[src/rtl/date_span_calculator_unit_assert.svh]
// Assertion macros shared by the date span calculator.
`ifndef DATE_SPAN_CALCULATOR_UNIT_ASSERT_SVH
`define DATE_SPAN_CALCULATOR_UNIT_ASSERT_SVH

// Whenever the antecedent holds, the consequent must hold in the same cycle.
`define DSC_ASSERT_IMPL(lbl, clk, rst_n, ante, cons) \
  lbl: assert property (@(posedge clk) disable iff (!(rst_n)) (ante) |-> (cons)) \
    else $error("%m: implication check failed");

// The condition must never be seen at a clock edge outside reset.
`define DSC_ASSERT_NEVER(lbl, clk, rst_n, cond) \
  lbl: assert property (@(posedge clk) disable iff (!(rst_n)) !(cond)) \
    else $error("%m: forbidden condition seen");

`endif

[src/rtl/dsc_pkg.sv]
`default_nettype none

package dsc_pkg;

  localparam int unsigned DateW   = 27;
  localparam int unsigned YearW   = 14;
  localparam int unsigned MmddW   = 14;
  localparam int unsigned SerialW = 23;
  localparam int unsigned DiffW   = 23;

  // Month-day codes for the leap-day anniversary rule.
  localparam logic [MmddW-1:0] FebLeapDay = 14'd229;
  localparam logic [MmddW-1:0] FebLastDay = 14'd228;

  typedef struct packed {
    logic [DateW-1:0] begin_date;
    logic [DateW-1:0] end_date;
  } in_item_t;

  typedef struct packed {
    logic signed [DiffW-1:0] day_difference;
    logic [YearW-1:0]        whole_years;
  } result_t;

  // What one date pipeline hands to the final stage.
  typedef struct packed {
    logic [SerialW-1:0] serial;
    logic [YearW-1:0]   year;
    logic [MmddW-1:0]   mmdd;
    logic               leap;
  } date_info_t;

  // Exact floor(x / 25) for any 12-bit x, by reciprocal multiplication.
  function automatic logic [7:0] div25(input logic [11:0] x);
    logic [24:0] prod;
    prod = x * 13'd5243;
    return prod[24:17];
  endfunction

  // Days in the months before the given month (1..12).
  function automatic logic [8:0] month_start(input logic [3:0] m);
    logic [8:0] r;
    unique case (m)
      4'd1:    r = 9'd0;
      4'd2:    r = 9'd31;
      4'd3:    r = 9'd59;
      4'd4:    r = 9'd90;
      4'd5:    r = 9'd120;
      4'd6:    r = 9'd151;
      4'd7:    r = 9'd181;
      4'd8:    r = 9'd212;
      4'd9:    r = 9'd243;
      4'd10:   r = 9'd273;
      4'd11:   r = 9'd304;
      4'd12:   r = 9'd334;
      default: r = 9'd0;
    endcase
    return r;
  endfunction

endpackage

`default_nettype wire

[src/rtl/dsc_date_serial.sv]
`default_nettype none

// Four-stage pipeline that turns one YYYYMMDD date into a serial day count.
module dsc_date_serial (
  input  wire logic                        clk_i,
  input  wire logic [dsc_pkg::DateW-1:0]   date_i,
  output dsc_pkg::date_info_t              info_o
);

  // Stage 1: year = date / 10000, done as (date >> 4) / 625 by reciprocal.
  logic [46:0]                 year_prod;
  logic [dsc_pkg::YearW-1:0]   year_q1;
  logic [dsc_pkg::DateW-1:0]   date_q1;

  assign year_prod = date_i[26:4] * 24'd13743896;

  always_ff @(posedge clk_i) begin
    year_q1 <= year_prod[46:33];
    date_q1 <= date_i;
  end

  // Stage 2: month-day remainder, year times 365, leap days and leap flag.
  logic [27:0]                 year_x10000;
  logic [dsc_pkg::DateW-1:0]   rem_full;
  logic [22:0]                 year_x365;
  logic [dsc_pkg::YearW-1:0]   prev_year;
  logic [7:0]                  q100_y, q100_p, q400_y, q400_p;
  logic [11:0]                 leap_days_d;
  logic                        leap_d;
  logic                        year_zero;

  logic [dsc_pkg::YearW-1:0]   year_q2;
  logic [dsc_pkg::MmddW-1:0]   mmdd_q2;
  logic [22:0]                 year_x365_q2;
  logic [11:0]                 leap_days_q2;
  logic                        leap_q2;

  assign year_x10000 = year_q1 * 14'd10000;
  assign rem_full    = date_q1 - year_x10000[26:0];
  assign year_x365   = year_q1 * 9'd365;
  assign prev_year   = year_q1 - 14'd1;
  assign year_zero   = (year_q1 == '0);

  assign q100_y = dsc_pkg::div25(year_q1[13:2]);
  assign q100_p = dsc_pkg::div25(prev_year[13:2]);
  assign q400_y = dsc_pkg::div25({2'b00, year_q1[13:4]});
  assign q400_p = dsc_pkg::div25({2'b00, prev_year[13:4]});

  // For a nonzero year, y is a multiple of n exactly when y / n and (y - 1) / n differ.
  always_comb begin
    if (year_zero) begin
      leap_d      = 1'b1;
      leap_days_d = '0;
    end else begin
      leap_d      = ((year_q1[1:0] == 2'b00) && (q100_y == q100_p)) || (q400_y != q400_p);
      leap_days_d = prev_year[13:2] - {4'b0000, q100_p} + {4'b0000, q400_p};
    end
  end

  always_ff @(posedge clk_i) begin
    year_q2      <= year_q1;
    mmdd_q2      <= rem_full[13:0];
    year_x365_q2 <= year_x365;
    leap_days_q2 <= leap_days_d;
    leap_q2      <= leap_d;
  end

  // Stage 3: month = mmdd / 100, and the year part of the serial count.
  logic [7:0]                  month_full;
  logic [6:0]                  month_q3;
  logic [dsc_pkg::MmddW-1:0]   mmdd_q3;
  logic [dsc_pkg::YearW-1:0]   year_q3;
  logic [dsc_pkg::SerialW-1:0] base_q3;
  logic                        leap_q3;

  assign month_full = dsc_pkg::div25(mmdd_q2[13:2]);

  always_ff @(posedge clk_i) begin
    month_q3 <= month_full[6:0];
    mmdd_q3  <= mmdd_q2;
    year_q3  <= year_q2;
    base_q3  <= year_x365_q2 + {11'd0, leap_days_q2};
    leap_q3  <= leap_q2;
  end

  // Stage 4: day, clamped month offset, and the final serial count.
  logic [dsc_pkg::MmddW-1:0]   month_x100;
  logic [dsc_pkg::MmddW-1:0]   day_full;
  logic [3:0]                  month_clamped;
  logic [8:0]                  offset;
  logic                        after_feb;
  dsc_pkg::date_info_t         info_d, info_q;

  assign month_x100 = month_q3 * 14'd100;
  assign day_full   = mmdd_q3 - month_x100;

  always_comb begin
    if (month_q3 == 7'd0) begin
      month_clamped = 4'd1;
    end else if (month_q3 > 7'd12) begin
      month_clamped = 4'd12;
    end else begin
      month_clamped = month_q3[3:0];
    end
    offset    = dsc_pkg::month_start(month_clamped);
    after_feb = leap_q3 && (month_clamped > 4'd2);

    info_d.serial = base_q3 + {14'd0, offset} + {22'd0, after_feb} + {16'd0, day_full[6:0]};
    info_d.year   = year_q3;
    info_d.mmdd   = mmdd_q3;
    info_d.leap   = leap_q3;
  end

  always_ff @(posedge clk_i) begin
    info_q <= info_d;
  end

  assign info_o = info_q;

endmodule

`default_nettype wire

[src/rtl/date_span_calculator_unit.sv]
`default_nettype none

// Day span between two Gregorian dates given as decimal YYYYMMDD. An item is
// taken in every cycle that start is high (busy stays low, as nothing inside
// ever has to wait), and its result appears on result_o with result_valid_o
// high for one cycle once it has passed the five-stage pipeline: year split,
// month-day split and leap counts, month split, serial day sum, and the final
// difference with saturation and the whole-year count. Results cannot be held
// off, so they must be taken in the cycle they are shown.
module date_span_calculator_unit (
  input  wire logic             clk_i,
  input  wire logic             rst_ni,
  input  wire logic             start,
  output      logic             busy,
  input  wire dsc_pkg::in_item_t item_i,
  output      logic             result_valid_o,
  output dsc_pkg::result_t      result_o
);

  localparam int unsigned Depth = 5;

  logic                accept;
  logic                swapped;
  logic                same_dates;
  logic [Depth-1:0]    vld_q;
  logic [Depth-2:0]    end_before_q;
  dsc_pkg::date_info_t begin_info, end_info;
  dsc_pkg::result_t    result_d, result_q;

  assign busy       = 1'b0;
  assign accept     = start && !busy;
  assign swapped    = (item_i.end_date < item_i.begin_date);
  assign same_dates = (item_i.end_date == item_i.begin_date);

  always_ff @(posedge clk_i or negedge rst_ni) begin
    if (!rst_ni) begin
      vld_q <= '0;
    end else begin
      vld_q <= {vld_q[Depth-2:0], accept};
    end
  end

  always_ff @(posedge clk_i) begin
    end_before_q <= {end_before_q[Depth-3:0], swapped};
  end

  dsc_date_serial u_begin (
    .clk_i  (clk_i),
    .date_i (item_i.begin_date),
    .info_o (begin_info)
  );

  dsc_date_serial u_end (
    .clk_i  (clk_i),
    .date_i (item_i.end_date),
    .info_o (end_info)
  );

  logic signed [23:0]         diff;
  logic [dsc_pkg::YearW-1:0]  year_span;
  logic                       full_year;

  always_comb begin
    diff = $signed({1'b0, end_info.serial}) - $signed({1'b0, begin_info.serial});
    if (diff > 24'sd4194303) begin
      result_d.day_difference = 23'sd4194303;
    end else if (diff < -24'sd4194304) begin
      result_d.day_difference = -23'sd4194304;
    end else begin
      result_d.day_difference = diff[22:0];
    end

    // Feb 29 to Feb 28 of a later year counts as a complete year.
    year_span = end_info.year - begin_info.year;
    full_year = (end_info.mmdd >= begin_info.mmdd) ||
                (begin_info.leap && (begin_info.mmdd == dsc_pkg::FebLeapDay) &&
                 (end_info.mmdd == dsc_pkg::FebLastDay));
    if (end_before_q[Depth-2]) begin
      result_d.whole_years = '0;
    end else if (full_year) begin
      result_d.whole_years = year_span;
    end else begin
      result_d.whole_years = year_span - 14'd1;
    end
  end

  always_ff @(posedge clk_i) begin
    result_q <= result_d;
  end

  assign result_valid_o = vld_q[Depth-1];
  assign result_o       = result_q;

`include "date_span_calculator_unit_assert.svh"

  `DSC_ASSERT_NEVER(a_strobe_needs_item, clk_i, rst_ni, result_valid_o && !$past(accept, Depth))
  `DSC_ASSERT_IMPL(a_same_date_zero, clk_i, rst_ni, $past(same_dates, Depth), result_o == '0)
  `DSC_ASSERT_IMPL(a_rev_no_years, clk_i, rst_ni, $past(swapped, Depth), result_o.whole_years == '0)

endmodule

`default_nettype wire
[config.mk]
export PLATFORM = sky130hd
export DESIGN_NAME = date_span_calculator_unit
export DESIGN_NICKNAME = d
export VERILOG_FILES = /design/src/rtl/dsc_pkg.sv /design/src/rtl/dsc_date_serial.sv /design/src/rtl/date_span_calculator_unit.sv
export VERILOG_INCLUDE_DIRS = /design/src /design/src/rtl
export SDC_FILE = /design/constraint.sdc
export NUM_CORES = 2
export LEC_CHECK = 0
export ABC_AREA = 1
export BUFFER_PORTS_ARGS = -buffer_cell sky130_fd_sc_hd__buf_4
export CORE_MARGIN = 2
export CORE_UTILIZATION = 55
export DETAILED_ROUTE_END_ITERATION = 8
export PLACE_DENSITY = 0.71
export SLEW_MARGIN = 20
export SYNTH_ARGS = -nofsm -noshare
export SYNTH_HDL_FRONTEND = slang
export SYNTH_SLANG_ARGS = --single-unit
[constraint.sdc]
create_clock -name clk_i -period 9.65 [get_ports clk_i]
set_clock_uncertainty 0.15 [all_clocks]
set_input_delay 0.965 -clock clk_i [delete_from_list [all_inputs] [get_ports clk_i]]
set_output_delay 0.965 -clock clk_i [all_outputs]
set_load 0.03 [all_outputs]
==> results by group <==
Yosys
  – Dominant register cell in the synthesized netlist: dfxtp_1
  – Post-synthesis instance area: 64200 sq um
  – Number of warning messages in the yosys log: 0
  – Yosys cell types: 63
  – Number of instances in the synthesized netlist: 7550
  – Part of the Yosys area used for sequential elements: 14.0%
  – EDFF count, synth: 0
  – Mean area per synthesized cell: 8.50 sq um
  – Flip-flop and latch count after synthesis: 447
  – Net count after synthesis: 9701
  – Async set or reset register ratio after synthesis: 1.12%

Clocking
  – Clock-pin slew on the worst setup and hold paths: 0.07 ns
  – Clock network latency to the later pin of the worst-skew pair: 0.59 ns
  – Inserted Clock Buffers: 46
  – Clock root cell: clkbuf_16
  – Number of buffers between clock root and the deepest sink: 3
  – CTS tree: done
  – Number of H-tree branching levels: 2
  – Clock sink count: 447

Critical path
  – Worst EP arrival: 9.23 ns
  – Cell occurring most often along the worst timing path: nand2_1
  – Worst-case register-to-register setup slack: 0.75 ns
  – CP max stage cell: dfxtp_1
  – Kind of launch point of the worst setup path: flip-flop
  – Worst endpoint required time: 9.98 ns
  – Endpoint kind of the worst setup timing path: flip-flop
  – Maximum fanout along the worst path: 10
  – Number of cells on the worst reg-to-reg path: 36
  – Path type of the worst setup path: flip-flop to flip-flop
  – Terminus of the critical flop-to-flop path: u_end.leap_days_q2[10]
  – Biggest cell delay along the critical path: 0.70 ns
  – Worst r2r src: u_end.year_q1[3]

Global routing
  – Wire length of the first global-routing pass: 267000 um
  – Pin count of the biggest net entering global routing: 23
  – Number of antenna violations at the first check in global routing: 3
  – Overall routing resource usage: 28.2%
  – Overflow after GRT: 0
  – Via count of the first global-routing pass: 50600

Die
  – Initial standard-cell utilization of the core: 55.3%
  – Number of rows created at floorplan: 125
  – Vert. Die Dim: 346 um
  – Core area: 116000 sq um
  – Width of the die: 346 um
  – Full die area: 119000 sq um
  – IO Pins: 96

STA
  – Max-slew violation total from the final report: 0
  – Final Hold Vio Count: 0
  – Final critical-path setup slack: 0.751 ns
  – Final setup vio count: 0
  – Setup TNS after final layout: 0 ns
  – Crit share post-route: 92.2%
  – Unrepaired setup endpoints after global routing: no
  – Max-slew headroom at the worst pin: 32.0%
  – Slew of the pin with the lowest slew margin: 1.01 ns
  – Maximum clock frequency: 0.112 GHz
  – Fin crit period: 8.90 ns

Layout
  – Syn-to-layout area delta: 6.83%
  – Layout cell share with drive strength beyond 1: 3.67%
  – Number of non-filler instances in the completed layout: 9269
  – Final net count: 9858
  – Most common library cell in the layout ignoring fill and taps: inv_1
  – Most frequent cells in the layout: inv_1 (1844), ha_1 (1282), nand2_1 (1116), fa_1 (812), a21oi_1 (446)

Drt
  – Post-Route WL: 167000 um
  – Number of nets with antenna violations after detailed routing: 0
  – Vias: 49200
  – Post-route DRC violation count: 0
  – Detailed-route vias per instance: 5.31
  – First-iteration detailed-routing DRC count: 3083
  – Wirelength per Cell: 18.0 um
  – Number of detailed-routing iterations run before antenna repair: 5

Place
  – DPL Wire Length: 148000 um
  – Placed insts: 9182
  – Placement-stage worst setup slack: 0.913 ns
  – Final GP Congestion: 1.01
  – Buffers on Ports: 94

Job
  – Max-capacitance violation count: 0

Worst hold path
  – Worst hold path class: flip-flop to flip-flop
  – Hold Path Stages: 0
  – HP Start: u_begin.year_q2[12]
  – Hold Path Sink: u_begin.year_q3[12]

Status
  – Status: finished, final reports clean
==> sequential cells by signal, summed over array words and instances, names as in the netlist, 21 cells and up <==
| signal | count |
|---|---|
| u_begin.base_q3 | 23 |
| u_end.base_q3 | 23 |
| u_end.year_x365_q2 | 21 |
| u_end.info_o | 51 |
| u_begin.year_x365_q2 | 21 |
| result_o | 37 |
| u_begin.info_o | 52 |
==> per-stage QoR <==
step	hold WS, ns	util [%]	cell area [sq um]
final	0.174	59.1	68600
after CTS	0.175	59.1	68600
after global placement	0.160	57.7	66900
after global routing	0.178	59.1	68600
after floorplan	0.160	-	64200
after detailed placement	0.162	57.7	66900
==> worst max path at each step <==
stage	depth (start not counted)	start	slack (ns)	end
floorplan	38	u_end.year_q1[4]	1.81	u_end.leap_days_q2[10]
global placement	37	u_end.year_q1[2]	1.12	u_end.leap_days_q2[10]
detailed placement	37	u_end.year_q1[2]	0.91	u_end.leap_days_q2[10]
CTS	37	u_end.year_q1[2]	0.90	u_end.leap_days_q2[10]
global route	36	u_end.year_q1[2]	0.16	u_end.leap_days_q2[10]
finish	36	u_end.year_q1[3]	0.75	u_end.leap_days_q2[10]
==> logic make-up (layout without fill, tap and decap cells) <==
| kind of cell | after synthesis | after routing | share of synthesized area, % |
|---|---|---|---|
| XOR/XNOR | 284 | 284 | 3.97 |
| AND/OR/NAND/NOR | 1992 | 1992 | 13.2 |
| AO/OA/AOI/OAI | 869 | 869 | 7.64 |
| buffers and inverters | 1863 | 2056 | 10.9 |
| adder cells (fa/ha/maj) | 2094 | 2094 | 50.3 |
| flip-flops | 447 | 447 | 14.0 |
| other | 1 | 3 | 0.00584 |
==> area by class of cell <==
class,instances,area [sq um]
Antenna cell,2,5.00
Clock buffer,59,1300
Clock inverter,25,327
Fill cell,10500,47500
Inverter,1852,6950
Multi-Input combinational cell,5240,48200
Sequential cell,447,8970
Tap cell,1524,1910
Timing Repair Buffer,120,903
==> cell usage after synthesis, types with 16 or more instances <==
cell | count | area, sq um
fa_1 | 812 | 16300
a31oi_1 | 17 | 106
o21bai_1 | 32 | 240
ha_1 | 1282 | 16000
o21a_1 | 24 | 180
a21boi_0 | 16 | 120
a21oi_1 | 446 | 2230
nor4_1 | 37 | 231
nand2_1 | 1116 | 4190
nand2_2 | 19 | 119
nand4_1 | 98 | 613
o21ai_0 | 213 | 1070
nor3_1 | 51 | 255
xor2_1 | 178 | 1560
xnor2_1 | 99 | 867
nor2_1 | 385 | 1450
a21o_1 | 46 | 345
dfxtp_1 | 442 | 8850
nand3_1 | 235 | 1180
inv_1 | 1844 | 6920
==> timing repair <==
action | in CTS | in global routing
hold endpoints to repair | 5 | 0
hold buffers | 1 | 0
gates resized for setup | 0 | 0
setup buffers | 0 | 0
==> routing by layer <==
metal | vias up | part of all wire [%] | GRT usage [%]
met3 | 337 | 5.3 | 3.19
met1 | 23400 | 45 | 38.0
met4 | 0 | 4.2 | 10.6
li1 | 24100 | - | -
met2 | 1325 | 45 | 46.6
met5 | - | 0 | 0
==> critical path: cells and delay by family (launching register included) <==
family          cells  cell delay, ns
flops               1            0.70
buf+inv             5            0.69
xor+xnor            1            0.57
fa+ha+maj           9            4.15
compound gates      1            0.41
simple gates       20            2.12
Power is left out: the tool's default activity adds up to more than one toggle a clock period on the data nets, which glitch-free logic cannot reach.
